===== config.mk =====
export PLATFORM = sky130hd
export DESIGN_NAME = referee_frame_field_extractor
export DESIGN_NICKNAME = d
export VERILOG_FILES = /design/src/rtl/core/rffe_pkg.sv /design/src/rtl/core/referee_frame_field_extractor.sv /design/src/rtl/core/rffe_front.sv /design/src/rtl/core/rffe_queue.sv /design/src/rtl/core/rffe_back.sv
export SDC_FILE = /design/constraint.sdc
export NUM_CORES = 1
export LEC_CHECK = 0
export ABC_CLOCK_PERIOD_IN_PS = 5700
export BUFFER_PORTS_ARGS = -buffer_cell sky130_fd_sc_hd__buf_4
export CAP_MARGIN = 20
export CORE_MARGIN = 2
export CORE_UTILIZATION = 40
export DETAILED_ROUTE_END_ITERATION = 8
export GPL_ROUTABILITY_DRIVEN = 0
export PLACE_DENSITY = 0.55
export SETUP_SLACK_MARGIN = 0.5
export SYNTH_ARGS = -nofsm -noshare
export SYNTH_HDL_FRONTEND = slang
export SYNTH_HIERARCHICAL = 1
export SYNTH_SLANG_ARGS = --single-unit

===== constraint.sdc =====
create_clock -name clock -period 5.7 [get_ports clock]
set_clock_uncertainty 0.2 [all_clocks]
set_input_delay 0.855 -clock clock [delete_from_list [all_inputs] [get_ports clock]]
set_output_delay 0.855 -clock clock [all_outputs]
set_load 0.005 [all_outputs]

===== src/rtl/core/rffe_pkg.sv =====
`default_nettype none
package rffe_pkg;

   // parser phase of the front end
   typedef enum logic [1:0] {
      PHASE_HUNT,
      PHASE_HEADER,
      PHASE_PAYLOAD
   } phase_type;

   // recognized frame layouts
   typedef enum logic [2:0] {
      FRAME_GAME_STATUS,
      FRAME_ROBOT_HP,
      FRAME_WARNING,
      FRAME_ROBOT_STATUS,
      FRAME_POWER_HEAT,
      FRAME_SHOOT,
      FRAME_NONE
   } frame_type;

   // how a completed payload segment is turned into a field update
   typedef enum logic [2:0] {
      KIND_SKIP,
      KIND_PLAIN,
      KIND_STAGE,
      KIND_WARN,
      KIND_LAUNCH,
      KIND_ROBOT,
      KIND_SET_A,
      KIND_SET_B
   } kind_type;

   // field numbering on the result port
   localparam logic [4:0] FID_NONE             = 5'd0;
   localparam logic [4:0] FID_STAGE            = 5'd0;
   localparam logic [4:0] FID_REMAIN_TIME      = 5'd1;
   localparam logic [4:0] FID_WARNING          = 5'd2;
   localparam logic [4:0] FID_BLUE_SENTRY_HP   = 5'd3;
   localparam logic [4:0] FID_RED_SENTRY_HP    = 5'd4;
   localparam logic [4:0] FID_FOUL_ROBOT       = 5'd5;
   localparam logic [4:0] FID_ROBOT_ID         = 5'd6;
   localparam logic [4:0] FID_ROBOT_LEVEL      = 5'd7;
   localparam logic [4:0] FID_ROBOT_HP         = 5'd8;
   localparam logic [4:0] FID_COOLING          = 5'd9;
   localparam logic [4:0] FID_HEAT_LIMIT       = 5'd10;
   localparam logic [4:0] FID_ALT_COOLING      = 5'd11;
   localparam logic [4:0] FID_ALT_HEAT_LIMIT   = 5'd12;
   localparam logic [4:0] FID_ALT_SPEED_LIMIT  = 5'd13;
   localparam logic [4:0] FID_CHASSIS_VOLTAGE  = 5'd14;
   localparam logic [4:0] FID_CHASSIS_CURRENT  = 5'd15;
   localparam logic [4:0] FID_POWER_LIMIT      = 5'd16;
   localparam logic [4:0] FID_CHASSIS_POWER    = 5'd17;
   localparam logic [4:0] FID_BARREL_HEAT      = 5'd18;
   localparam logic [4:0] FID_ALT_BARREL_HEAT  = 5'd19;
   localparam logic [4:0] FID_LAUNCH_ID        = 5'd20;
   localparam logic [4:0] FID_LAUNCH_SPEED     = 5'd21;
   localparam logic [4:0] FID_LAUNCH_FREQ      = 5'd22;
   localparam logic [4:0] FID_SPEED_LIMIT      = 5'd23;

   // one classified payload byte, front end to back end
   typedef struct packed {
      logic [7:0] rx_byte;
      logic       first;
      logic       seg_end;
      logic       frame_last;
      logic [4:0] fid;
      kind_type   kind;
   } item_type;

endpackage
`default_nettype wire


===== src/rtl/core/referee_frame_field_extractor.sv =====
`default_nettype none
// Referee frame field extractor: takes received serial bytes one word per cycle,
// hunts for start byte 0xA5, skips length, sequence and CRC, reads the 16-bit
// command id and walks the payload of commands 1, 3, 260, 201, 514 and 519.
// Each completed field comes out as one result word (field_id, field_value,
// field_valid); the last payload byte of a recognized frame always yields a word
// with frame_end set. Length, CRC and tail are not checked. A byte is accepted
// every cycle while the classify-to-decode queue (QUEUE_DEPTH words) has room;
// with the result register free, an accepted payload byte is written to the queue and
// from there into the result register, and the queue only fills when the result side stalls.
module referee_frame_field_extractor #(
   parameter int QUEUE_DEPTH = 4
) (
   input  wire logic        clock,
   input  wire logic        reset,
   input  wire logic        req_valid,
   output logic             req_ready,
   input  wire logic [7:0]  req_rx_byte,
   output logic             rsp_valid,
   input  wire logic        rsp_ready,
   output logic [4:0]       rsp_field_id,
   output logic [31:0]      rsp_field_value,
   output logic             rsp_field_valid,
   output logic             rsp_frame_end
);
   import rffe_pkg::*;

   item_type push_item, pop_item;
   logic     q_push, q_full, q_pop, q_empty;

   // header parser and byte classifier
   rffe_front u_front (
      .clock       (clock),
      .reset       (reset),
      .req_valid   (req_valid),
      .req_ready   (req_ready),
      .req_rx_byte (req_rx_byte),
      .q_full      (q_full),
      .q_push      (q_push),
      .q_item      (push_item)
   );

   // decoupling queue
   rffe_queue #(
      .DEPTH (QUEUE_DEPTH)
   ) u_queue (
      .clock     (clock),
      .reset     (reset),
      .push      (q_push),
      .push_item (push_item),
      .full      (q_full),
      .pop       (q_pop),
      .pop_item  (pop_item),
      .empty     (q_empty)
   );

   // value assembly and field decode
   rffe_back u_back (
      .clock           (clock),
      .reset           (reset),
      .q_empty         (q_empty),
      .q_item          (pop_item),
      .q_pop           (q_pop),
      .rsp_valid       (rsp_valid),
      .rsp_ready       (rsp_ready),
      .rsp_field_id    (rsp_field_id),
      .rsp_field_value (rsp_field_value),
      .rsp_field_valid (rsp_field_valid),
      .rsp_frame_end   (rsp_frame_end)
   );

`ifndef SYNTHESIS
   // every result word carries an update or closes a frame
   a_rsp_meaningful: assert property (@(posedge clock) disable iff (reset)
      rsp_valid |-> (rsp_field_valid || rsp_frame_end))
      else $error("result word with neither update nor frame end");

   // a frame-end word without update is all zero
   a_rsp_empty_zero: assert property (@(posedge clock) disable iff (reset)
      (rsp_valid && !rsp_field_valid) |-> (rsp_field_id == FID_NONE && rsp_field_value == 32'd0))
      else $error("empty result word carries data");

   // front never pushes into a full queue
   a_no_overflow: assert property (@(posedge clock) disable iff (reset)
      !(q_push && q_full))
      else $error("push into full queue");

   // launch id is always 1 to 3
   a_launch_range: assert property (@(posedge clock) disable iff (reset)
      (rsp_valid && rsp_field_valid && rsp_field_id == FID_LAUNCH_ID) |->
      (rsp_field_value == 32'd1 || rsp_field_value == 32'd2 || rsp_field_value == 32'd3))
      else $error("launch id out of range");
`endif

endmodule
`default_nettype wire


===== src/rtl/core/rffe_front.sv =====
`default_nettype none
module rffe_front (
   input  wire logic              clock,
   input  wire logic              reset,
   input  wire logic              req_valid,
   output logic                   req_ready,
   input  wire logic [7:0]        req_rx_byte,
   input  wire logic              q_full,
   output logic                   q_push,
   output rffe_pkg::item_type     q_item
);
   import rffe_pkg::*;

   localparam logic [7:0]  StartByte      = 8'hA5;
   localparam logic [2:0]  HdrCmdHigh     = 3'd4;
   localparam logic [2:0]  HdrCmdLow      = 3'd5;
   localparam logic [15:0] CmdGameStatus  = 16'd1;
   localparam logic [15:0] CmdRobotHp     = 16'd3;
   localparam logic [15:0] CmdWarning     = 16'd260;
   localparam logic [15:0] CmdRobotStatus = 16'd201;
   localparam logic [15:0] CmdPowerHeat   = 16'd514;
   localparam logic [15:0] CmdShoot       = 16'd519;

   typedef struct packed {
      logic [4:0] start;
      logic [4:0] len;
      logic [4:0] fid;
      kind_type   kind;
   } seg_desc_type;

   function automatic frame_type find_frame(input logic [15:0] cmd);
      frame_type f;
      case (cmd)
         CmdGameStatus:  f = FRAME_GAME_STATUS;
         CmdRobotHp:     f = FRAME_ROBOT_HP;
         CmdWarning:     f = FRAME_WARNING;
         CmdRobotStatus: f = FRAME_ROBOT_STATUS;
         CmdPowerHeat:   f = FRAME_POWER_HEAT;
         CmdShoot:       f = FRAME_SHOOT;
         default:        f = FRAME_NONE;
      endcase
      return f;
   endfunction

   function automatic logic [4:0] last_offset(input frame_type f);
      logic [4:0] l;
      case (f)
         FRAME_GAME_STATUS:  l = 5'd2;
         FRAME_ROBOT_HP:     l = 5'd27;
         FRAME_WARNING:      l = 5'd1;
         FRAME_ROBOT_STATUS: l = 5'd25;
         FRAME_POWER_HEAT:   l = 5'd15;
         FRAME_SHOOT:        l = 5'd6;
         default:            l = 5'd0;
      endcase
      return l;
   endfunction

   function automatic seg_desc_type mk(input logic [4:0] start, input logic [4:0] len,
                                       input logic [4:0] fid, input kind_type kind);
      seg_desc_type d;
      d.start = start;
      d.len   = len;
      d.fid   = fid;
      d.kind  = kind;
      return d;
   endfunction

   // payload layout of every recognized frame
   function automatic seg_desc_type decode(input frame_type f, input logic [4:0] off);
      seg_desc_type d;
      d = mk(5'd0, 5'd1, FID_NONE, KIND_SKIP);
      case (f)
         FRAME_GAME_STATUS: begin
            case (off) inside
               5'd0:           d = mk(5'd0, 5'd1, FID_STAGE, KIND_STAGE);
               default:        d = mk(5'd1, 5'd2, FID_REMAIN_TIME, KIND_PLAIN);
            endcase
         end
         FRAME_ROBOT_HP: begin
            case (off) inside
               [5'd0:5'd9]:    d = mk(5'd0, 5'd10, FID_NONE, KIND_SKIP);
               [5'd10:5'd11]:  d = mk(5'd10, 5'd2, FID_RED_SENTRY_HP, KIND_PLAIN);
               [5'd12:5'd25]:  d = mk(5'd12, 5'd14, FID_NONE, KIND_SKIP);
               default:        d = mk(5'd26, 5'd2, FID_BLUE_SENTRY_HP, KIND_PLAIN);
            endcase
         end
         FRAME_WARNING: begin
            case (off) inside
               5'd0:           d = mk(5'd0, 5'd1, FID_WARNING, KIND_WARN);
               default:        d = mk(5'd1, 5'd1, FID_FOUL_ROBOT, KIND_PLAIN);
            endcase
         end
         FRAME_ROBOT_STATUS: begin
            case (off) inside
               5'd0:           d = mk(5'd0, 5'd1, FID_ROBOT_ID, KIND_ROBOT);
               5'd1:           d = mk(5'd1, 5'd1, FID_ROBOT_LEVEL, KIND_PLAIN);
               [5'd2:5'd3]:    d = mk(5'd2, 5'd2, FID_ROBOT_HP, KIND_PLAIN);
               [5'd4:5'd5]:    d = mk(5'd4, 5'd2, FID_NONE, KIND_SKIP);
               [5'd6:5'd7]:    d = mk(5'd6, 5'd2, FID_COOLING, KIND_PLAIN);
               [5'd8:5'd9]:    d = mk(5'd8, 5'd2, FID_HEAT_LIMIT, KIND_PLAIN);
               [5'd10:5'd11]:  d = mk(5'd10, 5'd2, FID_SPEED_LIMIT, KIND_PLAIN);
               [5'd12:5'd13]:  d = mk(5'd12, 5'd2, FID_ALT_COOLING, KIND_SET_A);
               [5'd14:5'd15]:  d = mk(5'd14, 5'd2, FID_ALT_HEAT_LIMIT, KIND_SET_A);
               [5'd16:5'd17]:  d = mk(5'd16, 5'd2, FID_ALT_SPEED_LIMIT, KIND_SET_A);
               [5'd18:5'd19]:  d = mk(5'd18, 5'd2, FID_ALT_COOLING, KIND_SET_B);
               [5'd20:5'd21]:  d = mk(5'd20, 5'd2, FID_ALT_HEAT_LIMIT, KIND_SET_B);
               [5'd22:5'd23]:  d = mk(5'd22, 5'd2, FID_ALT_SPEED_LIMIT, KIND_SET_B);
               default:        d = mk(5'd24, 5'd2, FID_POWER_LIMIT, KIND_PLAIN);
            endcase
         end
         FRAME_POWER_HEAT: begin
            case (off) inside
               [5'd0:5'd1]:    d = mk(5'd0, 5'd2, FID_CHASSIS_VOLTAGE, KIND_PLAIN);
               [5'd2:5'd3]:    d = mk(5'd2, 5'd2, FID_CHASSIS_CURRENT, KIND_PLAIN);
               [5'd4:5'd7]:    d = mk(5'd4, 5'd4, FID_CHASSIS_POWER, KIND_PLAIN);
               [5'd8:5'd9]:    d = mk(5'd8, 5'd2, FID_NONE, KIND_SKIP);
               [5'd10:5'd11]:  d = mk(5'd10, 5'd2, FID_BARREL_HEAT, KIND_PLAIN);
               [5'd12:5'd13]:  d = mk(5'd12, 5'd2, FID_ALT_BARREL_HEAT, KIND_SET_A);
               default:        d = mk(5'd14, 5'd2, FID_ALT_BARREL_HEAT, KIND_SET_B);
            endcase
         end
         FRAME_SHOOT: begin
            case (off) inside
               5'd0:           d = mk(5'd0, 5'd1, FID_NONE, KIND_SKIP);
               5'd1:           d = mk(5'd1, 5'd1, FID_LAUNCH_ID, KIND_LAUNCH);
               5'd2:           d = mk(5'd2, 5'd1, FID_LAUNCH_FREQ, KIND_PLAIN);
               default:        d = mk(5'd3, 5'd4, FID_LAUNCH_SPEED, KIND_PLAIN);
            endcase
         end
         default: d = mk(5'd0, 5'd1, FID_NONE, KIND_SKIP);
      endcase
      return d;
   endfunction

   phase_type    phase_ff, phase_in;
   logic [2:0]   hdr_cnt_ff, hdr_cnt_in;
   logic [7:0]   cmd_hi_ff, cmd_hi_in;
   frame_type    frame_ff, frame_in;
   logic [4:0]   offset_ff, offset_in;
   logic         accept;
   logic         at_last;
   frame_type    hdr_frame;
   seg_desc_type seg;

   assign req_ready = !q_full;
   assign accept    = req_valid && req_ready;
   assign at_last   = (offset_ff == last_offset(frame_ff));
   assign hdr_frame = find_frame({cmd_hi_ff, req_rx_byte});
   assign seg       = decode(frame_ff, offset_ff);

   // next state of the header and payload walker
   always_comb begin
      phase_in   = phase_ff;
      hdr_cnt_in = hdr_cnt_ff;
      cmd_hi_in  = cmd_hi_ff;
      frame_in   = frame_ff;
      offset_in  = offset_ff;
      if (accept) begin
         case (phase_ff)
            PHASE_HUNT: begin
               if (req_rx_byte == StartByte) begin
                  phase_in   = PHASE_HEADER;
                  hdr_cnt_in = 3'd0;
               end
            end
            PHASE_HEADER: begin
               if (hdr_cnt_ff == HdrCmdHigh) begin
                  cmd_hi_in = req_rx_byte;
               end
               if (hdr_cnt_ff == HdrCmdLow) begin
                  hdr_cnt_in = 3'd0;
                  offset_in  = 5'd0;
                  frame_in   = hdr_frame;
                  phase_in   = (hdr_frame != FRAME_NONE) ? PHASE_PAYLOAD : PHASE_HUNT;
               end else begin
                  hdr_cnt_in = hdr_cnt_ff + 3'd1;
               end
            end
            PHASE_PAYLOAD: begin
               if (at_last) begin
                  phase_in  = PHASE_HUNT;
                  offset_in = 5'd0;
               end else begin
                  offset_in = offset_ff + 5'd1;
               end
            end
            default: phase_in = PHASE_HUNT;
         endcase
      end
   end

   // classified payload word toward the queue
   always_comb begin
      q_push             = 1'b0;
      q_item.rx_byte     = req_rx_byte;
      q_item.first       = (offset_ff == seg.start);
      q_item.seg_end     = (offset_ff == 5'(seg.start + seg.len - 5'd1));
      q_item.frame_last  = at_last;
      q_item.fid         = seg.fid;
      q_item.kind        = seg.kind;
      case (phase_ff)
         PHASE_PAYLOAD: q_push = accept;
         default:       q_push = 1'b0;
      endcase
   end

   always_ff @(posedge clock) begin
      if (reset) begin
         phase_ff   <= PHASE_HUNT;
         hdr_cnt_ff <= 3'd0;
         cmd_hi_ff  <= 8'd0;
         frame_ff   <= FRAME_NONE;
         offset_ff  <= 5'd0;
      end else begin
         phase_ff   <= phase_in;
         hdr_cnt_ff <= hdr_cnt_in;
         cmd_hi_ff  <= cmd_hi_in;
         frame_ff   <= frame_in;
         offset_ff  <= offset_in;
      end
   end

endmodule
`default_nettype wire


===== src/rtl/core/rffe_queue.sv =====
`default_nettype none
module rffe_queue #(
   parameter int DEPTH = 4
) (
   input  wire logic               clock,
   input  wire logic               reset,
   input  wire logic               push,
   input  wire rffe_pkg::item_type push_item,
   output logic                    full,
   input  wire logic               pop,
   output rffe_pkg::item_type      pop_item,
   output logic                    empty
);
   import rffe_pkg::*;

   localparam int PtrW = (DEPTH > 1) ? $clog2(DEPTH) : 1;
   localparam int CntW = $clog2(DEPTH + 1);
   localparam logic [PtrW-1:0] LastPtr = PtrW'(DEPTH - 1);
   localparam logic [CntW-1:0] FullCnt = CntW'(DEPTH);

   item_type        entry_ff [DEPTH];
   logic [PtrW-1:0] wr_ptr_ff, rd_ptr_ff;
   logic [CntW-1:0] count_ff;
   logic            do_push, do_pop;

   assign full     = (count_ff == FullCnt);
   assign empty    = (count_ff == '0);
   assign do_push  = push && !full;
   assign do_pop   = pop && !empty;
   assign pop_item = entry_ff[rd_ptr_ff];

   // storage
   always_ff @(posedge clock) begin
      if (do_push) begin
         entry_ff[wr_ptr_ff] <= push_item;
      end
   end

   // pointers and fill count
   always_ff @(posedge clock) begin
      if (reset) begin
         wr_ptr_ff <= '0;
         rd_ptr_ff <= '0;
         count_ff  <= '0;
      end else begin
         if (do_push) begin
            wr_ptr_ff <= (wr_ptr_ff == LastPtr) ? '0 : wr_ptr_ff + 1'b1;
         end
         if (do_pop) begin
            rd_ptr_ff <= (rd_ptr_ff == LastPtr) ? '0 : rd_ptr_ff + 1'b1;
         end
         if (do_push && !do_pop) begin
            count_ff <= count_ff + 1'b1;
         end else if (do_pop && !do_push) begin
            count_ff <= count_ff - 1'b1;
         end
      end
   end

endmodule
`default_nettype wire


===== src/rtl/core/rffe_back.sv =====
`default_nettype none
module rffe_back (
   input  wire logic               clock,
   input  wire logic               reset,
   input  wire logic               q_empty,
   input  wire rffe_pkg::item_type q_item,
   output logic                    q_pop,
   output logic                    rsp_valid,
   input  wire logic               rsp_ready,
   output logic [4:0]              rsp_field_id,
   output logic [31:0]             rsp_field_value,
   output logic                    rsp_field_valid,
   output logic                    rsp_frame_end
);
   import rffe_pkg::*;

   localparam logic [2:0]  StageCount  = 3'd6;
   localparam logic [2:0]  LaunchMin   = 3'd1;
   localparam logic [2:0]  LaunchMax   = 3'd3;
   localparam logic [31:0] WarnYellow  = 32'd1;
   localparam logic [31:0] WarnRed     = 32'd2;
   localparam logic [31:0] WarnFoul    = 32'd3;
   localparam logic [7:0]  CharY       = 8'h59;
   localparam logic [7:0]  CharR       = 8'h52;
   localparam logic [7:0]  CharF       = 8'h46;

   function automatic logic [7:0] stage_char(input logic [2:0] s);
      logic [7:0] c;
      case (s)
         3'd0:    c = 8'h50;
         3'd1:    c = 8'h53;
         3'd2:    c = 8'h49;
         3'd3:    c = 8'h46;
         3'd4:    c = 8'h43;
         3'd5:    c = 8'h52;
         default: c = 8'h00;
      endcase
      return c;
   endfunction

   function automatic logic in_set_a(input logic [7:0] id);
      return id inside {8'd3, 8'd4, 8'd5, 8'd7, 8'd103, 8'd104, 8'd105, 8'd107};
   endfunction

   function automatic logic in_set_b(input logic [7:0] id);
      return id inside {8'd1, 8'd101};
   endfunction

   logic [31:0] acc_ff;
   logic [7:0]  robot_ff;
   logic [31:0] acc_val;
   logic        hit;
   logic [31:0] val;
   logic        produce;
   logic        rsp_valid_ff;
   logic [4:0]  fid_ff;
   logic [31:0] value_ff;
   logic        fvalid_ff;
   logic        fend_ff;

   assign q_pop   = !q_empty && (!rsp_valid_ff || rsp_ready);
   assign acc_val = q_item.first ? {24'h0, q_item.rx_byte} : {acc_ff[23:0], q_item.rx_byte};

   // field decode on the closing byte of a segment
   always_comb begin
      hit = 1'b0;
      val = 32'd0;
      if (q_item.seg_end) begin
         case (q_item.kind)
            KIND_PLAIN, KIND_ROBOT: begin
               hit = 1'b1;
               val = acc_val;
            end
            KIND_STAGE: begin
               if (acc_val[2:0] < StageCount) begin
                  hit = 1'b1;
                  val = {24'h0, stage_char(acc_val[2:0])};
               end
            end
            KIND_WARN: begin
               if (acc_val == WarnYellow) begin
                  hit = 1'b1;
                  val = {24'h0, CharY};
               end else if (acc_val == WarnRed) begin
                  hit = 1'b1;
                  val = {24'h0, CharR};
               end else if (acc_val == WarnFoul) begin
                  hit = 1'b1;
                  val = {24'h0, CharF};
               end
            end
            KIND_LAUNCH: begin
               if (acc_val[2:0] >= LaunchMin && acc_val[2:0] <= LaunchMax) begin
                  hit = 1'b1;
                  val = {29'h0, acc_val[2:0]};
               end
            end
            KIND_SET_A: begin
               if (in_set_a(robot_ff)) begin
                  hit = 1'b1;
                  val = acc_val;
               end
            end
            KIND_SET_B: begin
               if (in_set_b(robot_ff)) begin
                  hit = 1'b1;
                  val = acc_val;
               end
            end
            default: hit = 1'b0;
         endcase
      end
   end

   assign produce = hit || q_item.frame_last;

   // accumulator and held robot id
   always_ff @(posedge clock) begin
      if (reset) begin
         acc_ff   <= 32'd0;
         robot_ff <= 8'd0;
      end else if (q_pop) begin
         acc_ff <= acc_val;
         if (q_item.seg_end && q_item.kind == KIND_ROBOT) begin
            robot_ff <= acc_val[7:0];
         end
      end
   end

   // output register
   always_ff @(posedge clock) begin
      if (reset) begin
         rsp_valid_ff <= 1'b0;
      end else if (q_pop && produce) begin
         rsp_valid_ff <= 1'b1;
      end else if (rsp_ready) begin
         rsp_valid_ff <= 1'b0;
      end
   end

   always_ff @(posedge clock) begin
      if (q_pop && produce) begin
         fid_ff    <= hit ? q_item.fid : FID_NONE;
         value_ff  <= hit ? val : 32'd0;
         fvalid_ff <= hit;
         fend_ff   <= q_item.frame_last;
      end
   end

   assign rsp_valid       = rsp_valid_ff;
   assign rsp_field_id    = fid_ff;
   assign rsp_field_value = value_ff;
   assign rsp_field_valid = fvalid_ff;
   assign rsp_frame_end   = fend_ff;

endmodule
`default_nettype wire


# Yosys cells after proc, flatten, opt, wreduce, memory -nomap -nowiden
# Memories as Yosys holds them, arrays and structs flattened. A register that Yosys moved wholly into a read port is not among the register bits.
# Cells that the tools add are included.
# totals
memories	1
ram_bits	76
register_bits	100
input_bits	12
wordCells	226
output_inout_bits	41
# memory_table
name	depth	word_bits	read_ports	rd_ports_with_merged_regs	wr	line_no	rtl
u_queue.entry_ff	4	19	1	1	1	rffe_queue.sv:21	item_type entry_ff [DEPTH];
# classes
n_addsub	8
muxes	71
reduce_logical	50
magnitude_cmp	28
n_eq_ne	53
# ops
op	count
18-bit two-way mux	22
32-bit case mux with 6 select lines	1
32-bit two-way mux	5
18-bit case mux with 6 select lines	1
32-bit by 2-bit == test with 1-bit output (second input constant)	2
14-bit two-way mux	3
7-bit case mux with 6 select lines	1
8-bit by 7-bit == test with 1-bit output (second input constant)	5
3-bit == test (second input constant)	11
16-bit by 10-bit == test with 1-bit output (second input constant)	2
32-bit by 1-bit == test with 1-bit output (second input constant)	1
5-bit case mux with 6 select lines	1
5-bit less-or-equal comparator (second input constant)	5
8-bit by 3-bit == test with 1-bit output (second input constant)	3
1-bit logical AND	24
5-bit by 4-bit greater-or-equal comparator with 1-bit output (second input constant)	4
5-bit greater-or-equal comparator (second input constant)	4
5-bit by 4-bit less-or-equal comparator with 1-bit output (second input constant)	4
3-bit by 2-bit == test with 1-bit output (second input constant)	6
3-bit case mux with 6 select lines	1
17-bit two-way mux	1
16-bit by 1-bit == test with 1-bit output (second input constant)	1
16-bit by 2-bit == test with 1-bit output (second input constant)	1
16-bit by 8-bit == test with 1-bit output (second input constant)	1
49 further kinds	100

# Logic depth before layout (Yosys ltp)
# Gate-level depths: netlist of run 1.
# depth
word_depth	19
mapped_depth	17

# Modules after synthesis
# The synthesis of run 1 kept the hierarchy.
# modules_own_cells
mod	cells_per_inst	area_each_um2	instances	seq_area_each_um2
rffe_queue	149	3241.9	1	2462.4
rffe_back	293	3131.8	1	1831.8
rffe_front	367	2583.7	1	420.4

# Least setup slack after synthesis of run 1
# Ideal clock, no wire load.
# synth_path
path_kind	flip-flop to flip-flop
start	register (tool-made name)
end	register u_back.fid_ff[0], in the netlist u_back/rsp_field_id[0], enable pin
t_arrival_ns	4.252
slack_ns	0.800
t_required_ns	5.052
period_less_slack_ns	4.900
stages_incl_launch_ff	11
cell_sequence	dfxtp_1 > buf_4 > buf_6 > mux4_2 > buf_2 > nand3b_1 > a2111oi_2 > a41o_1 > buf_4 > o31ai_2 > a21oi_1
# synth_rtl
element	line_no	rtl
to (signal assigned)	rffe_back.sv:143	fid_ff <= hit ? q_item.fid : FID_NONE;
to (decl)	rffe_back.sv:56	logic [4:0] fid_ff;

==> impl_metrics.ini, run 1 <==
[run_status]
status = finished clean

[synthesis]
ys.flop_type = edfxtp_1
synth.distinct_cells = 87
syn_avg_cell_area_sq_um = 11.1
netlist.area_leader.share_pct = 38.6
yosysTopAreaCell = edfxtp_1
synth_seq_cells = 178
yosysMostFrequentCell = edfxtp_1
netlist_top_cells_count = 115 x edfxtp_1, 67 x nand2_1, 64 x a21oi_1, 64 x nor2_1, 63 x dfxtp_1
synth.area.top_cells = edfxtp_1 39%, dfxtp_1 14%, mux4_2 4.8%
syn-num-nets = 841
async_flop_share_pct = 0
synth_warnings = 6
synth_edf_count = 115
ys_seq_area_share_pct = 52.6
syn_inst = 809
netlist_area_sq_um = 8960

[critical_path]
cp-end-kind = register
cp.required_ns = 5.69
path_cells = inv_1 -> ha_1 -> o22ai_1 -> nand2_1 -> and4b_4 -> nor4_4 -> ha_1 -> inv_1 -> ha_1 -> fa_1 -> xnor2_1 -> nand3_1 -> nor3_1
slowest_stage = dfxtp_1
worst_r2r_path_depth = 13
reg2reg_to = u_queue/entry_ff[3][9]
critPathKind = reg2reg
critical_path.startpoint = u_front/offset_ff[4]
cpLargestDelayFamily = adder cells
cpMostUsedCell = ha_1
startpoint_type = register
cp.arrival_ns = 4.59
crit_end = u_queue/entry_ff[3][9]
cp_slowest_stage_delay_ns = 0.86
cp.depth = 13
critPathBufInv = 2
r2r_start = u_front/offset_ff[4]
rrSetupSlack_ns = 1.10
critPathMaxFanout = 25

[sta]
post-route-min-period_ns = 4.60
slew_headroom_pct = 29.5
max_freq_mhz = 217
setup_violations = 0
hold_slack_ns = 0.270
grt_setup_unrepaired = false
period_share_pct = 80.7
drv_slew = 0
worstMarginPinSlew_ns = 1.06
fin_setup_tns_ns = 0
hold_viol_final = 0

[cts]
cts_made_buffers = 17
post_cts_buffers = 0
clockRootBuffer = clkbuf_16
cts_buffer_depth = 2
clkLatencyLatePin_ns = 0.43
tritoncts = yes
clk_pin_slew_ns = 0.07
cts_htree_levels = 4
cts.hold.buffers_added = 0
post_cts_resized = 0
clock-sinks = 178

[power_and_ir_drop]
power_frac_seq_pct = 53.1
internal-power_w = 0.00197
ir_worst_vdd_v = 0.000238
p_sw_w = 0.000589
power_density_nw_per_um2 = 254
switching_share_pct = 23.1
clkPwrFrac_pct = 45.8
p_leak_nw = 3.50
comb_power_share_pct = 1.1

[route]
routed_wl_mm = 19.9
ant_nets = 0
post_drt_wl_per_cell_um = 17.8
drt_drc_violations_left = 0
vias = 6359
via_per_inst = 5.67
drt-initial-drc-count = 598
first_pass_iters = 5

[final_layout]
nFillCells = 2057
fin_util_pct = 46.0
fin_nets = 860
fin_cells = 1121
antennaDiodeCount = 0
drive_above_1_share_pct = 16.9
syn_to_final_growth_pct = 12.4

[grt]
overflow = 0
antenna_found_initial = 0
grt_pass1_wl_mm = 31.8
grt_pass1_vias = 6101
grt_max_degree = 60
grtUsageTotal_pct = 16.6

[die]
start_util_pct = 40.9
core_area_sq_um = 21900
row_count = 54
die_x_um = 154
die-area_sq_um = 23600
die_h_um = 154
io_pins = 53

[placement]
dpl.hpwl_mm = 13.8
port_buffers = 52
dp.cells = 1088

[flow_run]
maxCapViolations = 0

[hold_path]
hp-class = reg2reg
-- through the flow --
step / setup slack [ns] / power, W / area, sq um
final: 1.10 / 0.00256 / 10100
after CTS: 1.11 / 0.00258 / 10000
after detailed placement: 1.17 / 0.00142 / 9430
after global routing: 0.819 / 0.00264 / 10100
after global placement: 1.29 / 0.00141 / 9430
after floorplan: 0.800 / 0.00141 / 8960
-- worst min-delay path by stage --
stage                 startpoint           endpoint  cells past startpoint
2_1_floorplan  u_back/acc_ff[22]  u_back/acc_ff[22]                      2
3_3_place_gp   u_back/acc_ff[23]  u_back/acc_ff[23]                      2
3_5_place_dp   u_back/acc_ff[21]  u_back/acc_ff[21]                      2
4_1_cts        u_back/acc_ff[21]  u_back/acc_ff[21]                      2
5_1_grt         u_back/acc_ff[8]   u_back/acc_ff[8]                      2
6_report       u_back/acc_ff[21]  u_back/acc_ff[21]                      2
-- power groups by stage --
| stage | clock [W] | combinational [W] | sequential (W) |
|---|---|---|---|
| 2_1_floorplan | 0 | 0.0000178 | 0.00139 |
| 3_3_place_gp | 0 | 0.0000260 | 0.00139 |
| 3_5_place_dp | 0 | 0.0000273 | 0.00139 |
| 4_1_cts | 0.00120 | 0.0000274 | 0.00136 |
| 5_1_grt | 0.00125 | 0.0000301 | 0.00136 |
| 6_report | 0.00117 | 0.0000271 | 0.00136 |
-- state kept, by name (all words and copies together), names as in the netlist, 5 cells and up, named ones only --
register / cells
u_queue/entry_ff: 76
u_back/rsp_field_value: 32
u_back/acc_ff: 24
u_back/robot_ff: 8
u_front/cmd_hi_ff: 8
u_back/rsp_field_id: 5
u_front/offset_ff: 5
-- cells in the final DEF (no fill, tap or decap), drive strengths merged, types with 4 or more instances in the layout --
cell | netlist | layout
a211o | 4 | 4
a21o | 5 | 5
a21oi | 64 | 64
a221oi | 4 | 4
a31oi | 7 | 7
and2 | 27 | 27
and3 | 9 | 9
buf | 34 | 60
clkbuf | 26 | 17
clkinv | 2 | 8
dfxtp | 63 | 63
edfxtp | 115 | 115
ha | 18 | 18
inv | 30 | 39
mux2i | 20 | 20
mux4 | 19 | 19
nand2 | 67 | 67
nand2b | 9 | 9
nand3 | 22 | 22
nand3b | 21 | 21
nor2 | 67 | 67
nor2b | 7 | 7
nor3 | 17 | 17
nor3b | 4 | 4
nor4 | 13 | 13
o21ai | 28 | 28
o21bai | 4 | 4
o22ai | 4 | 4
o31ai | 8 | 8
or2 | 4 | 4
or3 | 6 | 6
xnor2 | 13 | 13
xor2 | 6 | 6
-- worst min-delay path, delay by kind of cell (launching register included) --
family,cells,cell delay (ns)
DFF,1,0.32
AOI/OAI and AO/OA,1,0.05
and+or+nand+nor,1,0.05
-- layer usage --
metal / track usage (%) / routed length, um
met4: 5.11 / 307
met3: 3.75 / 1110
met5: 0 / 0
met2: 27.6 / 9580
met1: 21.8 / 8930
-- layout make-up --
| class | instances | area (sq um) | share of cell area [%] |
|---|---|---|---|
| sequential | 178 | 4710 | 46.8 |
| inverter | 33 | 143 | 1.42 |
| clock buffer | 17 | 425 | 4.23 |
| clock inverter | 15 | 184 | 1.83 |
| multi-input combinational | 538 | 3780 | 37.5 |
| timing repair buffer | 60 | 470 | 4.67 |
| tap | 280 | 350 | 3.48 |
-- kinds of logic after synthesis --
logic type	synth area share, %
simple gates	17.7
flops	52.6
compound gates	12.5
buf+inv	5.31
mux	7.01
fa+ha+maj	2.96
xor+xnor	1.86
Note: power is estimated with default switching activity, not from simulation.
==> run 2, diff against run 1 <==
--- a/config.mk
+++ b/config.mk
@@ -5,14 +5,14 @@
 export SDC_FILE = /design/constraint.sdc
 export NUM_CORES = 1
 export LEC_CHECK = 0
-export ABC_CLOCK_PERIOD_IN_PS = 5700
+export ABC_CLOCK_PERIOD_IN_PS = 3800
 export BUFFER_PORTS_ARGS = -buffer_cell sky130_fd_sc_hd__buf_4
 export CAP_MARGIN = 20
 export CORE_MARGIN = 2
 export CORE_UTILIZATION = 40
 export DETAILED_ROUTE_END_ITERATION = 8
 export GPL_ROUTABILITY_DRIVEN = 0
-export PLACE_DENSITY = 0.55
+export PLACE_DENSITY = 0.57
 export SETUP_SLACK_MARGIN = 0.5
 export SYNTH_ARGS = -nofsm -noshare
 export SYNTH_HDL_FRONTEND = slang
==> constraint.sdc (replaced) <==
create_clock -name clock -period 3.8 [get_ports clock]
set_clock_uncertainty 0.2 [all_clocks]
set_input_delay 0.57 -clock clock [delete_from_list [all_inputs] [get_ports clock]]
set_output_delay 0.57 -clock clock [all_outputs]
set_load 0.005 [all_outputs]
==> run 2 against run 1 <==
Against the previous run:
- worst hold slack worse by 0.086 ns
- first-iteration DRC count is 28% lower
- setup slack worse by 0.68 ns
- sequential share of layout area is 3.0 points lower
- final cell count is 4.6% higher
- via count is 0.16% lower
- routed wire length is 0.33% lower
- sequential power is 49% higher
- largest cell class unchanged
- critical endpoint is now u_queue/entry_ff[0][9]
- non-clock buffer count is 52 higher
- utilization is 3.3 points higher
==> impl_metrics.ini, run 2 (synthesis gave the netlist of run 1 again) <==
[run_status]
status = finished clean

[sta]
period_share_pct = 88.9
hold_viol_final = 0
post-route-min-period_ns = 3.38
fin_setup_tns_ns = 0
drv_slew = 0
fin_ws_ns = 0.422
worstMarginPinSlew_ns = 0.849
setup_violations = 0
grt_setup_unrepaired = true
hold_slack_ns = 0.184
slew_headroom_pct = 42.7
max_freq_mhz = 296

[power_and_ir_drop]
p_sw_w = 0.000897
comb_power_share_pct = 1.0
internal-power_w = 0.00295
p_leak_nw = 3.80
switching_share_pct = 23.3
power_frac_seq_pct = 52.8
ir_worst_vdd_v = 0.000326
power_density_nw_per_um2 = 357
clkPwrFrac_pct = 46.1

[cts]
clockRootBuffer = clkbuf_16
clkLatencyLatePin_ns = 0.44
clk_pin_slew_ns = 0.07
cts_made_buffers = 17
tritoncts = yes
clock-sinks = 178
cts_buffer_depth = 2
cts.hold.buffers_added = 0
cts_htree_levels = 4

[hold_path]
min_to = u_queue/entry_ff[3][14]
hp-start = req_rx_byte[3]
hold-path-cell-count = 1
hp-class = in2reg

[final_layout]
nFillCells = 1998
syn_to_final_growth_pct = 20.5
fin_util_pct = 49.3
largest_register_ffs = 76
drive_above_1_share_pct = 26.5
largest_register = u_queue/entry_ff
layout_common_cells = 115 x edfxtp_1, 104 x buf_4, 66 x nand2_1, 62 x nor2_1, 59 x a21oi_1
antennaDiodeCount = 0
final_common_cell = edfxtp_1
fin_cells = 1173
fin_nets = 912

[route]
drt-initial-drc-count = 433
drt_drc_violations_left = 0
via_per_inst = 5.41
ant_nets = 0
post_drt_wl_per_cell_um = 16.9
routed_wl_mm = 19.9
vias = 6349
first_pass_iters = 5

[critical_path]
critPathMaxFanout = 7
reg2reg_to = u_queue/entry_ff[0][9]
cp.arrival_ns = 3.44
r2r_start = u_front/offset_ff[0]
cp.required_ns = 3.86
worst_r2r_path_depth = 14
cp-end-kind = register
critPathKind = reg2reg
startpoint_type = register
rrSetupSlack_ns = 0.42

[placement]
dpl.hpwl_mm = 13.4
dp.cells = 1121
place_ws_ns = 0.0681
port_buffers = 52

[die]
die-area_sq_um = 23600
io_pins = 53
die_x_um = 154
row_count = 54
core_area_sq_um = 21900
die_h_um = 154
start_util_pct = 40.9

[grt]
grt_pass1_wl_mm = 32.0
antenna_found_initial = 0
grt_max_degree = 60
grt_pass1_vias = 6026
overflow = 0
grtUsageTotal_pct = 16.7

[flow_run]
maxCapViolations = 0
## run 2: changes by cell type in the layout (fill, tap and decap cells not counted), moves of 3 or more
cell / delta
ha_4: +6
a21oi_2: +3
buf_6: +5
dfxtp_2: +6
inv_8: -3
clkinv_8: +3
a21oi_1: -4
ha_1: -8
buf_4: +45
dfxtp_1: -10
dfxtp_4: +4
inv_1: -3
## run 2: timing repair
| item | 4_1_cts | 5_1_grt |
|---|---|---|
| pin swaps | 16 | 3 |
| gates resized for setup | 28 | 28 |
| gates cloned | 0 | 1 |
| endpoints found under the setup margin | 48 | 67 |
| buffers inserted | 13 | 6 |
## run 2: stage by stage
step                      power [W]  area, sq um
final                       0.00385        10800
after global routing        0.00397        10800
after CTS                   0.00391        10600
after detailed placement    0.00212         9760
after global placement      0.00212         9760
after floorplan             0.00211         9070
## run 2: worst max-delay path, cell delays in order, from the launching register on
cell,delay (ns)
dfxtp_4,0.39
buf_6,0.13
ha_4,0.17
nor2_4,0.13
nor2_8,0.05
or2_4,0.27
and4b_4,0.35
nor4_4,0.04
ha_1,0.29
inv_2,0.04
ha_4,0.15
fa_2,0.58
xnor2_2,0.11
nand3_2,0.11
nor3_4,0.18
## run 2: final cells by class
| class | instances | area, sq um | area share [%] |
|---|---|---|---|
| sequential | 178 | 4740 | 43.9 |
| multi-input combinational | 538 | 4030 | 37.3 |
| timing repair buffer | 112 | 902 | 8.36 |
| clock buffer | 17 | 425 | 3.94 |
| tap | 280 | 350 | 3.24 |
| clock inverter | 15 | 199 | 1.84 |
| inverter | 33 | 158 | 1.46 |
## run 2: worst max-delay path by stage
stage / cells after the start / start / end / slack [ns]
global route: 15 / u_front/frame_ff[2] / u_queue/entry_ff[0][9] / 0.29
global placement: 13 / u_front/offset_ff[0] / u_queue/entry_ff[2][9] / 0.18
CTS: 14 / u_front/offset_ff[0] / u_queue/entry_ff[0][9] / 0.37
finish: 14 / u_front/offset_ff[0] / u_queue/entry_ff[0][9] / 0.42
detailed placement: 15 / u_front/offset_ff[0] / u_queue/entry_ff[0][9] / 0.07
floorplan: 10 / register / u_back/rsp_field_id[0] / 0.33
## run 2: layer usage
layer / wire length [um] / vias to the layer above / track usage, %
li1: - / 3116 / -
met1: 9220 / 3025 / 22.9
met2: 9380 / 176 / 26.9
met3: 913 / 32 / 3.44
met4: 347 / 0 / 5.29
met5: 0 / - / 0
## run 2: power by group through the flow
stage	Clock [W]	Sequential (W)	Combinational, W
floorplan	0	0.00208	0.0000268
global placement	0	0.00208	0.0000408
detailed placement	0	0.00208	0.0000407
CTS	0.00183	0.00204	0.0000407
global route	0.00189	0.00203	0.0000452
finish	0.00178	0.00203	0.0000404
==> run 3, diff against run 2 <==
--- a/config.mk
+++ b/config.mk
@@ -12,8 +12,7 @@
 export CORE_UTILIZATION = 40
 export DETAILED_ROUTE_END_ITERATION = 8
 export GPL_ROUTABILITY_DRIVEN = 0
-export PLACE_DENSITY = 0.57
-export SETUP_SLACK_MARGIN = 0.5
+export SETUP_SLACK_MARGIN = 0.1
 export SYNTH_ARGS = -nofsm -noshare
 export SYNTH_HDL_FRONTEND = slang
 export SYNTH_HIERARCHICAL = 1
==> run 3 against run 2 <==
Against the previous run:
- sequential power about the same
- count of clock-buffer cells in the layout unchanged
- sequential cell count unchanged
- maximum frequency decreased by 4.2%
- worst hold slack improved by 0.0046 ns
- die area unchanged
- sequential share of layout area increased by 1.3 points
- global-route usage decreased by 0.26 points
- first-iteration DRC count increased by 30%
- critical endpoint is now u_queue/entry_ff[3][9]
- power increased by 1.2%
==> impl_metrics.ini, run 3 (synthesis gave the netlist of run 1 again) <==
[route]
first_pass_iters = 6
via_per_inst = 5.46
drt-initial-drc-count = 561
drt_drc_violations_left = 0
routed_wl_mm = 19.2
ant_nets = 0
post_drt_wl_per_cell_um = 16.6
vias = 6317

[cts]
cts_buffer_depth = 2
cts_made_buffers = 17
clock-sinks = 178
cts_htree_levels = 4
post_cts_buffers = 0
tritoncts = yes
clk_pin_slew_ns = 0.08
clkLatencyLatePin_ns = 0.43
clockRootBuffer = clkbuf_16

[die]
start_util_pct = 40.9
die-area_sq_um = 23600
io_pins = 53
core_area_sq_um = 21900
die_x_um = 154
row_count = 54
die_h_um = 154

[grt]
grt_pass1_wl_mm = 31.7
grt_max_degree = 60
grtUsageTotal_pct = 16.5
antenna_found_initial = 0
grt_pass1_vias = 6163
overflow = 0

[power_and_ir_drop]
switching_share_pct = 23.8
ir_worst_vdd_v = 0.000364
clkPwrFrac_pct = 46.7
internal-power_w = 0.00297
p_sw_w = 0.000926
power_frac_seq_pct = 52.2
power_density_nw_per_um2 = 373
comb_power_share_pct = 1.0
p_leak_nw = 3.69

[flow_run]
maxCapViolations = 0

[placement]
port_buffers = 52
dpl.hpwl_mm = 13.5
place_ws_ns = 0.138
placed_cell_area_sq_um = 9760

[final_layout]
largest_register = u_queue/entry_ff
fin_nets = 897
layout_common_cells = 115 x edfxtp_1, 95 x buf_4, 67 x nand2_1, 63 x nor2_1
drive_above_1_share_pct = 22.0
largest_register_ffs = 76
syn_to_final_growth_pct = 16.7
final_cell_area_sq_um = 10500
final_common_cell = edfxtp_1
antennaDiodeCount = 0

[critical_path]
cp.arrival_ns = 3.58
path_cells = or3b_2 -> a21oi_2 -> o21ai_0 -> o21ai_1 -> nor4_4 -> ha_1 -> inv_1 -> ha_1 -> fa_1 -> xnor2_1 -> xnor2_1 -> nor3_2
cp-end-kind = register
critPathBufInv = 1
startpoint_type = register
slowest_stage = or3b_2
cp.required_ns = 3.85
critPathMaxFanout = 9
cpLargestDelayFamily = adder cells
cp_slowest_stage_delay_ns = 0.51
critPathKind = reg2reg

[sta]
fin_setup_tns_ns = 0
setup_violations = 0
grt_setup_unrepaired = false
fin_ws_ns = 0.274
slew_headroom_pct = 40.8
hold_slack_ns = 0.189
max_freq_mhz = 284
drv_slew = 0
worstMarginPinSlew_ns = 0.878
period_share_pct = 92.8
hold_viol_final = 0
post-route-min-period_ns = 3.53

[run_status]
status = finished clean

[hold_path]
hp-class = in2reg
## run 3: power groups by stage
stage / combinational (W) / sequential, W / clock [W]
finish: 0.0000406 / 0.00204 / 0.00182
floorplan: 0.0000268 / 0.00208 / 0
global route: 0.0000450 / 0.00204 / 0.00194
global placement: 0.0000402 / 0.00208 / 0
CTS: 0.0000407 / 0.00204 / 0.00187
detailed placement: 0.0000407 / 0.00208 / 0
## run 3: final timing paths
path | startpoint | end | slack, ns | cells past startpoint
min reg2reg | u_back/acc_ff[17] | u_back/acc_ff[17] | 0.27 | 2
max | u_front/frame_ff[2] | u_queue/entry_ff[3][9] | 0.27 | 12
max reg2reg | u_front/frame_ff[2] | u_queue/entry_ff[3][9] | 0.27 | 12
min | req_rx_byte[7] | u_queue/entry_ff[0][18] | 0.19 | 1
## run 3: layout make-up
| type | instances | area (sq um) |
|---|---|---|
| timing repair buffer | 97 | 753 |
| fill | 2023 | 11400 |
| inverter | 33 | 144 |
| tap | 280 | 350 |
| clock buffer | 17 | 425 |
| sequential | 178 | 4720 |
| multi-input combinational | 538 | 3850 |
| clock inverter | 15 | 215 |
## run 3: metal layers
metal / GRT usage, % / vias up / routed length (um)
met3: 3.24 / 35 / 884
met5: 0 / - / 0
met4: 4.63 / 0 / 313
met2: 27.0 / 187 / 8950
li1: - / 3091 / -
met1: 22.3 / 3004 / 9040
## run 3: through the flow
step                      power (W)  util, %  instances
after floorplan             0.00211        -        809
after global placement      0.00212     44.6       1126
after detailed placement    0.00212     44.6       1126
after CTS                   0.00395     47.5       1158
after global routing        0.00402     47.8       1158
final                       0.00390     47.8       1158
## run 3: what timing repair did
action | 4_1_cts | 5_1_grt
resized for setup | 0 | 16
hold buffers | 0 | 0
endpoints found under the setup margin | 0 | 4
